$ cat src/sv/mts_pkg.sv
// Shared constants, types and helpers for the markup tag scanner.
package mts_pkg;

    // Offsets count up to and saturate at the document limit.
    localparam int unsigned MAX_DOC_BYTES = 65536;
    localparam int unsigned OFS_W         = $clog2(MAX_DOC_BYTES + 1);

    typedef logic [OFS_W-1:0] ofs_t;

    localparam ofs_t OFS_LIMIT = OFS_W'(MAX_DOC_BYTES);

    // Tag name classes.
    localparam logic [1:0] KIND_OTHER = 2'd0;
    localparam logic [1:0] KIND_SVG   = 2'd1;
    localparam logic [1:0] KIND_PATH  = 2'd2;

    // Characters the scanner reacts to.
    localparam logic [7:0] CH_LT    = 8'h3C;
    localparam logic [7:0] CH_GT    = 8'h3E;
    localparam logic [7:0] CH_BANG  = 8'h21;
    localparam logic [7:0] CH_DASH  = 8'h2D;
    localparam logic [7:0] CH_QMARK = 8'h3F;
    localparam logic [7:0] CH_SLASH = 8'h2F;
    localparam logic [7:0] CH_DQUOT = 8'h22;
    localparam logic [7:0] CH_SQUOT = 8'h27;
    localparam logic [7:0] CH_SPACE = 8'h20;
    localparam logic [7:0] CH_TAB   = 8'h09;
    localparam logic [7:0] CH_LF    = 8'h0A;
    localparam logic [7:0] CH_CR    = 8'h0D;
    localparam logic [7:0] CH_FF    = 8'h0C;

    // One reported open tag.
    typedef struct packed {
        logic       hit;
        logic [1:0] tag_kind;
        ofs_t       name_begin;
        ofs_t       name_finish;
        ofs_t       attrs_finish;
        logic       unterminated;
    } mts_result_t;

    // Letters of "svg" by position.
    function automatic logic [7:0] svg_char(input logic [1:0] idx);
        logic [7:0] c;
        case (idx)
            2'd0:    c = 8'h73;
            2'd1:    c = 8'h76;
            2'd2:    c = 8'h67;
            default: c = 8'h00;
        endcase
        return c;
    endfunction

    // Letters of "path" by position.
    function automatic logic [7:0] path_char(input logic [1:0] idx);
        logic [7:0] c;
        case (idx)
            2'd0:    c = 8'h70;
            2'd1:    c = 8'h61;
            2'd2:    c = 8'h74;
            default: c = 8'h68;
        endcase
        return c;
    endfunction

endpackage

$ cat src/sv/mts_scan.sv
// Byte-level scanner state machine: tracks the document position and finds open tags.
module mts_scan
    import mts_pkg::*;
(
    input  logic        aclk,
    input  logic        aresetn,
    input  logic        step,
    input  logic [7:0]  doc_byte,
    input  logic        doc_end,
    output mts_result_t res
);

    localparam logic [3:0] PH_SEEK    = 4'd0;
    localparam logic [3:0] PH_LT      = 4'd1;
    localparam logic [3:0] PH_BANG0   = 4'd2;
    localparam logic [3:0] PH_BANG1   = 4'd3;
    localparam logic [3:0] PH_COMMENT = 4'd4;
    localparam logic [3:0] PH_SKIP    = 4'd5;
    localparam logic [3:0] PH_NAME    = 4'd6;
    localparam logic [3:0] PH_ATTR    = 4'd7;
    localparam logic [3:0] PH_QUOTE   = 4'd8;

    logic [3:0] phase_reg, phase_next;
    ofs_t       offset_reg, offset_next;
    ofs_t       begin_reg, begin_next;
    ofs_t       finish_reg, finish_next;
    logic       single_reg, single_next;
    logic [1:0] dash_reg, dash_next;
    logic [2:0] nlen_reg, nlen_next;
    logic [1:0] match_reg, match_next;

    ofs_t       len;
    logic       delim;
    logic       do_name;
    logic       hit;
    ofs_t       attrs_end;
    logic       unterm;
    logic [1:0] kind;

    assign len = (offset_reg < OFS_LIMIT) ? offset_reg + ofs_t'(1) : OFS_LIMIT;

    assign delim = (doc_byte == CH_SPACE) || (doc_byte == CH_TAB) || (doc_byte == CH_LF) ||
                   (doc_byte == CH_CR) || (doc_byte == CH_FF) || (doc_byte == CH_GT) ||
                   (doc_byte == CH_SLASH);

    always_comb begin
        phase_next  = phase_reg;
        begin_next  = begin_reg;
        finish_next = finish_reg;
        single_next = single_reg;
        dash_next   = dash_reg;
        nlen_next   = nlen_reg;
        match_next  = match_reg;
        do_name     = 1'b0;
        hit         = 1'b0;
        attrs_end   = offset_reg;
        unterm      = 1'b0;

        case (phase_reg)
            PH_SEEK: begin
                if (doc_byte == CH_LT) begin
                    phase_next = PH_LT;
                    nlen_next  = 3'd0;
                    match_next = 2'b11;
                end
            end
            PH_LT: begin
                if (doc_byte == CH_BANG) begin
                    phase_next = PH_BANG0;
                end else if (doc_byte == CH_QMARK || doc_byte == CH_SLASH) begin
                    phase_next = PH_SKIP;
                end else begin
                    begin_next = offset_reg;
                    phase_next = PH_NAME;
                    do_name    = 1'b1;
                end
            end
            PH_BANG0, PH_BANG1: begin
                if (doc_byte == CH_DASH) begin
                    if (phase_reg == PH_BANG1) begin
                        phase_next = PH_COMMENT;
                        dash_next  = 2'd0;
                    end else begin
                        phase_next = PH_BANG1;
                    end
                end else begin
                    phase_next = (doc_byte == CH_GT) ? PH_SEEK : PH_SKIP;
                end
            end
            PH_COMMENT: begin
                if (doc_byte == CH_DASH) begin
                    if (dash_reg < 2'd2) begin
                        dash_next = dash_reg + 2'd1;
                    end
                end else begin
                    if (doc_byte == CH_GT && dash_reg == 2'd2) begin
                        phase_next = PH_SEEK;
                    end
                    dash_next = 2'd0;
                end
            end
            PH_SKIP: begin
                if (doc_byte == CH_GT) begin
                    phase_next = PH_SEEK;
                end
            end
            PH_NAME: begin
                do_name = 1'b1;
            end
            PH_ATTR: begin
                if (doc_byte == CH_GT) begin
                    phase_next = PH_SEEK;
                    hit        = 1'b1;
                end else if (doc_byte == CH_DQUOT || doc_byte == CH_SQUOT) begin
                    single_next = (doc_byte == CH_SQUOT);
                    phase_next  = PH_QUOTE;
                end
            end
            PH_QUOTE: begin
                if (doc_byte == (single_reg ? CH_SQUOT : CH_DQUOT)) begin
                    phase_next = PH_ATTR;
                end
            end
            default: begin
                phase_next = PH_SEEK;
            end
        endcase

        // A name byte either extends the name and narrows the match, or ends the
        // name and is then treated as the first attribute byte.
        if (do_name) begin
            if (delim) begin
                finish_next = offset_reg;
                phase_next  = PH_ATTR;
                if (doc_byte == CH_GT) begin
                    phase_next = PH_SEEK;
                    hit        = 1'b1;
                end
            end else begin
                if (nlen_reg >= 3'd3 || doc_byte != svg_char(nlen_reg[1:0])) begin
                    match_next[0] = 1'b0;
                end
                if (nlen_reg >= 3'd4 || doc_byte != path_char(nlen_reg[1:0])) begin
                    match_next[1] = 1'b0;
                end
                if (nlen_reg < 3'd5) begin
                    nlen_next = nlen_reg + 3'd1;
                end
            end
        end

        // The final byte closes any tag that is still open.
        if (doc_end && !hit) begin
            if (phase_next == PH_LT) begin
                begin_next  = len;
                finish_next = len;
                hit         = 1'b1;
            end else if (phase_next == PH_NAME) begin
                finish_next = len;
                hit         = 1'b1;
            end else if (phase_next == PH_ATTR || phase_next == PH_QUOTE) begin
                hit = 1'b1;
            end
            if (hit) begin
                attrs_end = len;
                unterm    = 1'b1;
            end
        end

        if (match_next[0] && nlen_next == 3'd3) begin
            kind = KIND_SVG;
        end else if (match_next[1] && nlen_next == 3'd4) begin
            kind = KIND_PATH;
        end else begin
            kind = KIND_OTHER;
        end

        offset_next = len;

        if (doc_end) begin
            phase_next  = PH_SEEK;
            offset_next = '0;
            single_next = 1'b0;
            dash_next   = 2'd0;
            nlen_next   = 3'd0;
            match_next  = 2'b11;
        end
    end

    assign res.hit          = hit;
    assign res.tag_kind     = kind;
    assign res.name_begin   = begin_next;
    assign res.name_finish  = finish_next;
    assign res.attrs_finish = attrs_end;
    assign res.unterminated = unterm;

    always_ff @(posedge aclk) begin
        if (!aresetn) begin
            phase_reg  <= PH_SEEK;
            offset_reg <= '0;
            begin_reg  <= '0;
            finish_reg <= '0;
            single_reg <= 1'b0;
            dash_reg   <= 2'd0;
            nlen_reg   <= 3'd0;
            match_reg  <= 2'b11;
        end else if (step) begin
            phase_reg  <= phase_next;
            offset_reg <= offset_next;
            begin_reg  <= doc_end ? ofs_t'(0) : begin_next;
            finish_reg <= doc_end ? ofs_t'(0) : finish_next;
            single_reg <= single_next;
            dash_reg   <= dash_next;
            nlen_reg   <= nlen_next;
            match_reg  <= match_next;
        end
    end

endmodule

$ cat src/sv/markup_tag_scanner.sv
// Top level of the markup tag scanner: stream ports, scanner and result register.
//
// The scanner takes a markup document one byte per request on the slave side,
// with tlast on the final byte, and reports every open tag as one request on
// the master side: the byte offsets of the name start, the name end (where the
// attributes start) and the closing '>', plus the name class (other, svg or
// path, exact and case sensitive). Text, comments, declarations, processing
// instructions and close tags produce nothing. A '>' inside a quoted attribute
// value does not close a tag. If the document ends inside an open tag, one
// result is still reported, flagged as unterminated, with every open span
// ending at the document length. After the final byte the scanner starts over
// at offset zero. Offsets saturate at the document limit in the package.
// The scanner state is updated in the cycle a byte is accepted, and the result
// is held in a single output register, so a byte is accepted in each cycle in
// which that register is empty or being drained. A result appears on the
// master side in the cycle after the byte that closed the tag is accepted.
// With an output that is never stalled the sustained rate is one byte per
// clock cycle.
module markup_tag_scanner
    import mts_pkg::*;
(
    input  logic        aclk,
    input  logic        aresetn,
    input  logic        s_tvalid,
    output logic        s_tready,
    input  logic [7:0]  s_tdata,   // doc_byte
    input  logic        s_tlast,   // doc_end
    output logic        m_tvalid,
    input  logic        m_tready,
    output logic [55:0] m_tdata,   // name_begin, name_finish, attrs_finish, zero fill
    output logic [2:0]  m_tuser    // tag_kind, unterminated
);

    localparam int unsigned DATA_BITS = 3 * OFS_W;

    mts_result_t res;
    mts_result_t out_reg;
    logic        m_valid_reg, m_valid_next;
    logic        accept;

    // The output register may be refilled in the same cycle it is emptied.
    assign s_tready = !m_valid_reg || m_tready;
    assign accept   = s_tvalid && s_tready;

    mts_scan u_scan (
        .aclk     (aclk),
        .aresetn  (aresetn),
        .step     (accept),
        .doc_byte (s_tdata),
        .doc_end  (s_tlast),
        .res      (res)
    );

    always_comb begin
        m_valid_next = m_valid_reg;
        if (accept) begin
            m_valid_next = res.hit;
        end else if (m_tready) begin
            m_valid_next = 1'b0;
        end
    end

    always_ff @(posedge aclk) begin
        if (!aresetn) begin
            m_valid_reg <= 1'b0;
        end else begin
            m_valid_reg <= m_valid_next;
        end
    end

    // Payload needs no reset; it is only loaded together with a valid result.
    always_ff @(posedge aclk) begin
        if (accept && res.hit) begin
            out_reg <= res;
        end
    end

    assign m_tvalid = m_valid_reg;
    assign m_tdata  = {{(56 - DATA_BITS){1'b0}},
                       out_reg.attrs_finish, out_reg.name_finish, out_reg.name_begin};
    assign m_tuser  = {out_reg.unterminated, out_reg.tag_kind};

endmodule
$ cat config.mk
export PLATFORM = sky130hd
export DESIGN_NAME = markup_tag_scanner
export DESIGN_NICKNAME = d
export VERILOG_FILES = /design/src/sv/mts_pkg.sv /design/src/sv/mts_scan.sv /design/src/sv/markup_tag_scanner.sv
export SDC_FILE = /design/constraint.sdc
export NUM_CORES = 1
export LEC_CHECK = 0
export BUFFER_PORTS_ARGS = -buffer_cell sky130_fd_sc_hd__buf_4
export CORE_ASPECT_RATIO = 1.1
export CORE_MARGIN = 1
export CORE_UTILIZATION = 50
export DETAILED_ROUTE_END_ITERATION = 8
export MAX_ROUTING_LAYER = met4
export PLACE_DENSITY = 0.7
export SLEW_MARGIN = 20
export SYNTH_ARGS = -nofsm -noshare
export SYNTH_HDL_FRONTEND = slang
export SYNTH_HIERARCHICAL = 1
export SYNTH_SLANG_ARGS = --single-unit
$ cat constraint.sdc
create_clock -name aclk -period 4.76 [get_ports aclk]
set_clock_uncertainty 0.1 [all_clocks]
set_input_delay 0.238 -clock aclk [delete_from_list [all_inputs] [get_ports aclk]]
set_output_delay 0.238 -clock aclk [all_outputs]
set_load 0.02 [all_outputs]
==> flow_summary.toml, run 1 <==
[power]
switching_share_pct = 21.45
worst_ir_drop_vdd_uv = 253.3
switching_power_mw = 0.5020
power_density_nw_per_um2 = 312.1
seq_power_share_pct = 45.1
clock_share_of_power_pct = 51.2
comb_power_share_pct = 3.7
internal_power_component_mw = 1.838
total_leakage_power_nw = 2.705

[sta]
setup_tns_ns = 0
setup_ws_ns = 1.103
tightestPinTransition_ns = 0.9900
report.final.setup_viol = 0
max_freq_mhz = 273.4
period_share_pct = 76.83
grt_setup_unrepaired = "no"
slew_viol_final = 0
timing.slew.headroom_pct = 33.91
fin_crit_ns = 3.657
timing_hold_violations_final = 0

[layout]
antenna_cells_inserted = 0
fillers = 1115
largest_register_ffs = 51
syn_to_final_growth_pct = 16.49
final_net_count = 747
post_route_cells_drive_above_1_share_pct = 18.38

[floorplan]
floorplan.core_area_um2 = 12590
std_cell_rows = 43
die_area_um2 = 13330
num_io_pins = 74
die_w_um = 110.2
die_h_um = 121.0
initial_core_utilization_pct = 51.12

[critical_path]
worst_setup_path_end_kind = "register"
worst_r2r_startpoint = "u_scan/phase_reg[3]"
worst_setup_path_startpoint = "u_scan/phase_reg[3]"
cpMaxStageDelayCell = "sky130_fd_sc_hd__nor4b_1"
timing.reg2reg.setup_slack_ns = 1.10
critPathMaxFanout = 54
worstSetupStartpointType = "register"
r2r_end = "m_tdata[17]"
worst_ep_arrival_time_ns = 3.68
required_arrival_time_at_the_worst_endpoint_ns = 4.78
ff2ff_path_depth = 10
crit_end = "m_tdata[17]"
cp_cell_sequence = "nor4b_1 > o2111a_1 > nor2_1 > and4_1 > a21o_2 > a21oi_2 > o22ai_1 > nand2_1 > nor2b_4 > buf_12"
worst_path_largest_cell_delay_ns = 0.78
worst-setup-path-type = "reg2reg"

[placement]
dp.final_hpwl_mm = 11.30
dp_worst_setup_slack_ns = 1.175
gp_congestion = 0.9553
place.port_buffers = 68

[global_route]
number_of_global_route_vias_before_repair = 5214
global_route.overflow_total = 0
largest_net_degree_at_the_start_of_global_routing = 55
global_route_wire_length_before_repair_mm = 26.46
grt_antenna_before_repair = 0
gr-usage-all-layers_pct = 26.89

[detailed_routing]
remaining_drc_errors = 0
detail_route.vias_per_cell = 6.243
violation_count_after_the_first_detailed_routing_iteration = 413
dr.pass1.iters = 5
route.antenna.remaining_nets = 0
dr_total_vias = 5600
routedWlPerCell_um = 18.79
drt_total_wl_mm = 16.86

[yosys]
post_synth_edffs = 54
synth.yosys.seq_area_share_pct = 45.10
synth_cell_types = 77
synth_top_cell_area_share_pct = 25.19
dominantRegCellSynth = "sky130_fd_sc_hd__dfxtp_1"
syn_avg_cell_area_um2 = 9.396
netlist.top_cell.by_area = "sky130_fd_sc_hd__edfxtp_1"
synthTopCellsByArea = "sky130_fd_sc_hd__edfxtp_1 (25%), sky130_fd_sc_hd__dfxtp_1 (20%), sky130_fd_sc_hd__a21oi_1 (5.1%)"
ys_warn_count = 6
synth_cells = 685
ys_async_sr_fraction_pct = 0
postSynthRegisterBits = 118
synthesis.area_um2 = 6436

[worst_hold_path]
hold_class = "in2reg"
hold-path-cell-count = 2

[cts]
maximum_clock_path_buffer_count = 2
cts_root_buf = "sky130_fd_sc_hd__clkbuf_16"
cts.hold.buffers_added = 0
post_cts.resized_instances = 0
htree_num_levels = 4
clkSlewWorstSetupHoldPaths_ns = 0.05
cts_sinks = 118
worst_skew_pair.late_latency_ns = 0.41
tritoncts = "built"
cts.repair_timing.setup_buffer_count = 0
cts-buffers-inserted = 17

[outcome]
run_status = "complete, no violations"

[run]
max_cap_violations = 0
## power groups by stage
stage	clock network [mW]	logic [mW]	registers, mW
floorplan	0	0.0608	1.07
global placement	0	0.0826	1.08
detailed placement	0	0.0846	1.08
CTS	1.21	0.0849	1.05
global route	1.25	0.0917	1.05
finish	1.20	0.0865	1.06
## cells in the final DEF, fill, tap and decap left out, types with 16 or more instances in the layout
cell type	count
sky130_fd_sc_hd__a21oi_1	66
sky130_fd_sc_hd__nand3_1	19
sky130_fd_sc_hd__nand2b_1	16
sky130_fd_sc_hd__buf_4	76
sky130_fd_sc_hd__mux2i_1	28
sky130_fd_sc_hd__dfxtp_1	64
sky130_fd_sc_hd__nor2_1	88
sky130_fd_sc_hd__clkbuf_16	17
sky130_fd_sc_hd__nand2_1	38
sky130_fd_sc_hd__inv_1	22
sky130_fd_sc_hd__a22o_1	19
sky130_fd_sc_hd__edfxtp_1	54
sky130_fd_sc_hd__o21ai_0	19
sky130_fd_sc_hd__nor3_1	16
## cells by family (layout without fill, tap and decap cells)
kind of cell | Yosys count | after routing | share of synthesized area [%]
flops | 118 | 118 | 45.10
mux | 37 | 37 | 6.279
fa+ha+maj | 7 | 7 | 1.361
simple gates | 240 | 240 | 19.42
compound gates | 186 | 186 | 19.71
xor+xnor | 16 | 16 | 2.177
other cells | 1 | 5 | 0.05826
buf+inv | 80 | 131 | 5.890
## synthesized netlist by cell type (3+ instances only)
| cell type | n |
|---|---|
| sky130_fd_sc_hd__ha_1 | 7 |
| sky130_fd_sc_hd__buf_6 | 3 |
| sky130_fd_sc_hd__o2111ai_1 | 3 |
| sky130_fd_sc_hd__nand4_1 | 7 |
| sky130_fd_sc_hd__buf_2 | 5 |
| sky130_fd_sc_hd__nor3_1 | 16 |
| sky130_fd_sc_hd__inv_1 | 22 |
| sky130_fd_sc_hd__a211oi_1 | 11 |
| sky130_fd_sc_hd__xor2_1 | 4 |
| sky130_fd_sc_hd__nand3b_1 | 3 |
| sky130_fd_sc_hd__edfxtp_1 | 54 |
| sky130_fd_sc_hd__a32oi_1 | 3 |
| sky130_fd_sc_hd__a21oi_2 | 3 |
| sky130_fd_sc_hd__nor2b_1 | 3 |
| sky130_fd_sc_hd__buf_4 | 9 |
| sky130_fd_sc_hd__mux2i_1 | 28 |
| sky130_fd_sc_hd__a31oi_1 | 7 |
| sky130_fd_sc_hd__xnor2_1 | 12 |
| sky130_fd_sc_hd__o21ai_0 | 19 |
| sky130_fd_sc_hd__dfxtp_1 | 64 |
| sky130_fd_sc_hd__nand3_1 | 19 |
| sky130_fd_sc_hd__nor2_1 | 88 |
| sky130_fd_sc_hd__o21ai_1 | 4 |
| sky130_fd_sc_hd__a21o_1 | 3 |
| sky130_fd_sc_hd__or4_1 | 4 |
| sky130_fd_sc_hd__and3_1 | 6 |
| sky130_fd_sc_hd__nor3b_1 | 4 |
| sky130_fd_sc_hd__clkbuf_1 | 39 |
| sky130_fd_sc_hd__nor2_2 | 3 |
| sky130_fd_sc_hd__a22o_1 | 19 |
| sky130_fd_sc_hd__nor4_1 | 6 |
| sky130_fd_sc_hd__a22oi_1 | 8 |
| sky130_fd_sc_hd__o31ai_1 | 6 |
| sky130_fd_sc_hd__a21oi_1 | 66 |
| sky130_fd_sc_hd__o22ai_1 | 8 |
| sky130_fd_sc_hd__a2bb2oi_1 | 5 |
| sky130_fd_sc_hd__mux2i_2 | 9 |
| sky130_fd_sc_hd__nand2b_1 | 16 |
| sky130_fd_sc_hd__and4b_1 | 4 |
| sky130_fd_sc_hd__nand2_1 | 38 |
## cell type report
| cell class | instances | area (um^2) | share of cell area, % |
|---|---|---|---|
| clock buffer | 21 | 440.4 | 5.874 |
| clock inverter | 11 | 108.9 | 1.452 |
| inverter | 22 | 82.58 | 1.101 |
| multi-input combinational | 491 | 3176 | 42.36 |
| sequential | 118 | 2903 | 38.72 |
| tap | 157 | 196.4 | 2.620 |
| timing repair buffer | 77 | 590.6 | 7.877 |
## critical path, delay by kind of cell, from the launching register on
kind	cells	cell delay [ns]
flip-flops	1	0.51
buffers and inverters	1	0.18
AND/OR/NAND/NOR	5	1.29
AO/OA/AOI/OAI	4	1.20
## metal layers
layer / wire, um / share of wire [%] / GRT usage, % / vias to the layer above
met5: 0 / 0 / - / -
met2: 8674 / 51 / 46.02 / 232
met3: 1024 / 6.1 / 4.511 / 35
li1: - / - / - / 2596
met1: 6646 / 39 / 30.08 / 2737
met4: 511 / 3.0 / 13.24 / 0
## worst min path at each step
stage | from | to | slack [ns]
2_1_floorplan | aresetn | m_tvalid | 0.29
3_3_place_gp | u_scan/begin_reg[9] | u_scan/begin_reg[9] | 0.33
3_5_place_dp | u_scan/begin_reg[10] | u_scan/begin_reg[10] | 0.34
4_1_cts | aresetn | m_tvalid | 0.02
5_1_grt | aresetn | m_tvalid | 0.03
6_report | aresetn | m_tvalid | 0.04
## per-stage QoR
stage               power, mW  instances  util (%)  hold slack, ns  area (um^2)
global route            2.400        897     59.55         0.03346         7497
floorplan               1.136        689         -          0.2878         6451
detailed placement      1.161        865     55.19          0.3399         6948
global placement        1.158        865     55.19          0.3341         6948
finish                  2.340        897     59.55         0.03519         7497
CTS                     2.354        897     59.55         0.01778         7497
No activity file was read; power rests on OpenSTA's default activity.
==> run 2, diff against run 1 <==
==> constraint.sdc (replaced) <==
create_clock -name aclk -period 3.5 [get_ports aclk]
set_clock_uncertainty 0.1 [all_clocks]
set_input_delay 0.175 -clock aclk [delete_from_list [all_inputs] [get_ports aclk]]
set_output_delay 0.175 -clock aclk [all_outputs]
set_load 0.02 [all_outputs]
==> flow_summary.toml, run 2 (synthesis gave the netlist of run 1 again) <==
[layout]
final_net_count = 777
largest_register_ffs = 51
layout.core_utilization_pct = 61.74
mostFrequentLayoutCell = "sky130_fd_sc_hd__buf_4"
antenna_cells_inserted = 0
post_layout_instance_count_excluding_filler_cells = 927
most-common-layout-cells = "sky130_fd_sc_hd__buf_4 (102), sky130_fd_sc_hd__nor2_1 (88), sky130_fd_sc_hd__a21oi_1 (66)"
syn_to_final_growth_pct = 20.76
post_route_cells_drive_above_1_share_pct = 21.56

[cts]
clkSlewWorstSetupHoldPaths_ns = 0.05
cts_sinks = 118
post_cts.resized_instances = 0
htree_num_levels = 4
tritoncts = "built"
maximum_clock_path_buffer_count = 2
worst_skew_pair.late_latency_ns = 0.41
cts_root_buf = "sky130_fd_sc_hd__clkbuf_16"
cts-buffers-inserted = 17
cts.repair_timing.setup_buffer_count = 0

[global_route]
number_of_global_route_vias_before_repair = 5479
global_route_wire_length_before_repair_mm = 27.68
global_route.overflow_total = 0
largest_net_degree_at_the_start_of_global_routing = 40
grt_antenna_before_repair = 0
gr-usage-all-layers_pct = 28.18

[critical_path]
worst-setup-path-type = "reg2reg"
worst_path_largest_cell_delay_ns = 0.52
critPathMaxFanout = 12
worstPathBufferInverterCount = 2
worst_setup_path_end_kind = "register"
worstSetupStartpointType = "register"
required_arrival_time_at_the_worst_endpoint_ns = 3.75
cpMaxStageDelayCell = "sky130_fd_sc_hd__dfxtp_1"
cp_cell_sequence = "nor4b_1 > buf_4 > o41a_4 > a21oi_2 > o21ai_1 > nor2_2 > a22oi_4 > buf_12 > mux2i_2 > a22o_1"
worst_ep_arrival_time_ns = 3.55
critical-path-top-delay-family = "compound AO/OA/AOI/OAI gates"

[sta]
grt_setup_unrepaired = "no"
setup_ws_ns = 0.2048
period_share_pct = 94.15
timing.slew.headroom_pct = 43.91
slew_viol_final = 0
fin_crit_ns = 3.295
max_freq_mhz = 303.5
tightestPinTransition_ns = 0.8305
timing_hold_violations_final = 0
report.final.setup_viol = 0
setup_tns_ns = 0

[power]
power.total_mw = 3.152
worst_ir_drop_vdd_uv = 359.1
power_density_nw_per_um2 = 405.5
total_leakage_power_nw = 2.883

[floorplan]
initial_core_utilization_pct = 51.12
die_area_um2 = 13330
floorplan.core_area_um2 = 12590
die_h_um = 121.0
die_w_um = 110.2
std_cell_rows = 43
num_io_pins = 74

[detailed_routing]
dr.pass1.iters = 5
route.top_layer_used = "met4"
m1WireLength_mm = 6.921
remaining_drc_errors = 0
route.antenna.remaining_nets = 0
violation_count_after_the_first_detailed_routing_iteration = 459
detail_route.vias_per_cell = 6.055
dr_total_vias = 5613
detailroute.wirelength.met2_mm = 9.132
drt_total_wl_mm = 17.52
amount_of_wire_on_met3_after_detailed_routing_um = 856
routedWlPerCell_um = 18.90

[placement]
dpl.cell_count = 894
place.port_buffers = 68
dp.final_hpwl_mm = 12.08
dp_worst_setup_slack_ns = 0.1658
gp_congestion = 0.9074

[worst_hold_path]
hold_class = "in2reg"

[run]
max_cap_violations = 0

[outcome]
run_status = "complete, no violations"
run 2: cell types whose count changed in the layout (fill, tap and decap cells not counted), sizes merged:
cell	before	now
clkinv	8	5
clkinvlp	1	0
dlygate4sd3	0	1
bufinv	2	1
clkbuf	21	26
buf	77	106
run 2: report_power, final:
group | total (mW) | switching, mW | internal, mW
clock network | 1.59 | 0.565 | 1.02
logic | 0.127 | 0.0885 | 0.0384
registers | 1.44 | 0.00284 | 1.43
total | 3.15 | 0.656 | 2.50
run 2: timing repair:
action / 4_1_cts / 5_1_grt
endpoints found under the hold margin: 0 / 1
hold buffers: 0 / 1
endpoints found under the setup margin: 0 / 0
run 2: worst min-delay path, stage by stage:
cell,delay (ns)
sky130_fd_sc_hd__buf_4,0.08
sky130_fd_sc_hd__nand2b_4,0.14
sky130_fd_sc_hd__a21boi_2,0.08
run 2: through the flow:
step / hold slack [ns] / instance area [um^2]
final: 0.02891 / 7772
after global routing: 0.007055 / 7772
after CTS: 0.006666 / 7762
after detailed placement: 0.3433 / 7218
after global placement: 0.3353 / 7218
after floorplan: 0.2248 / 6480
run 2: layout make-up:
class	instances	area (um^2)
flip-flops and latches	118	2903
fillers	1085	4817
inverters	22	82.58
clock buffers	26	489.2
multi-input cells	491	3191
clock inverters	6	55.05
well taps	157	196.4
repair buffers	107	855.8
run 2: final timing paths:
kind | start | to | slack, ns | cells past startpoint
setup / recovery | u_scan/phase_reg[0] | u_scan/finish_reg[14] | 0.20 | 10
hold / removal | m_tready | m_tvalid | 0.03 | 3
setup reg to reg | u_scan/phase_reg[0] | u_scan/finish_reg[14] | 0.20 | 10
hold reg to reg | u_scan/begin_reg[9] | u_scan/begin_reg[9] | 0.35 | 2
run 2: metal layers:
layer,GRT usage (%),vias to the layer above
met3,4.941,44
met1,31.26,2706
met4,13.90,0
li1,-,2645
met2,48.36,218
met5,-,-
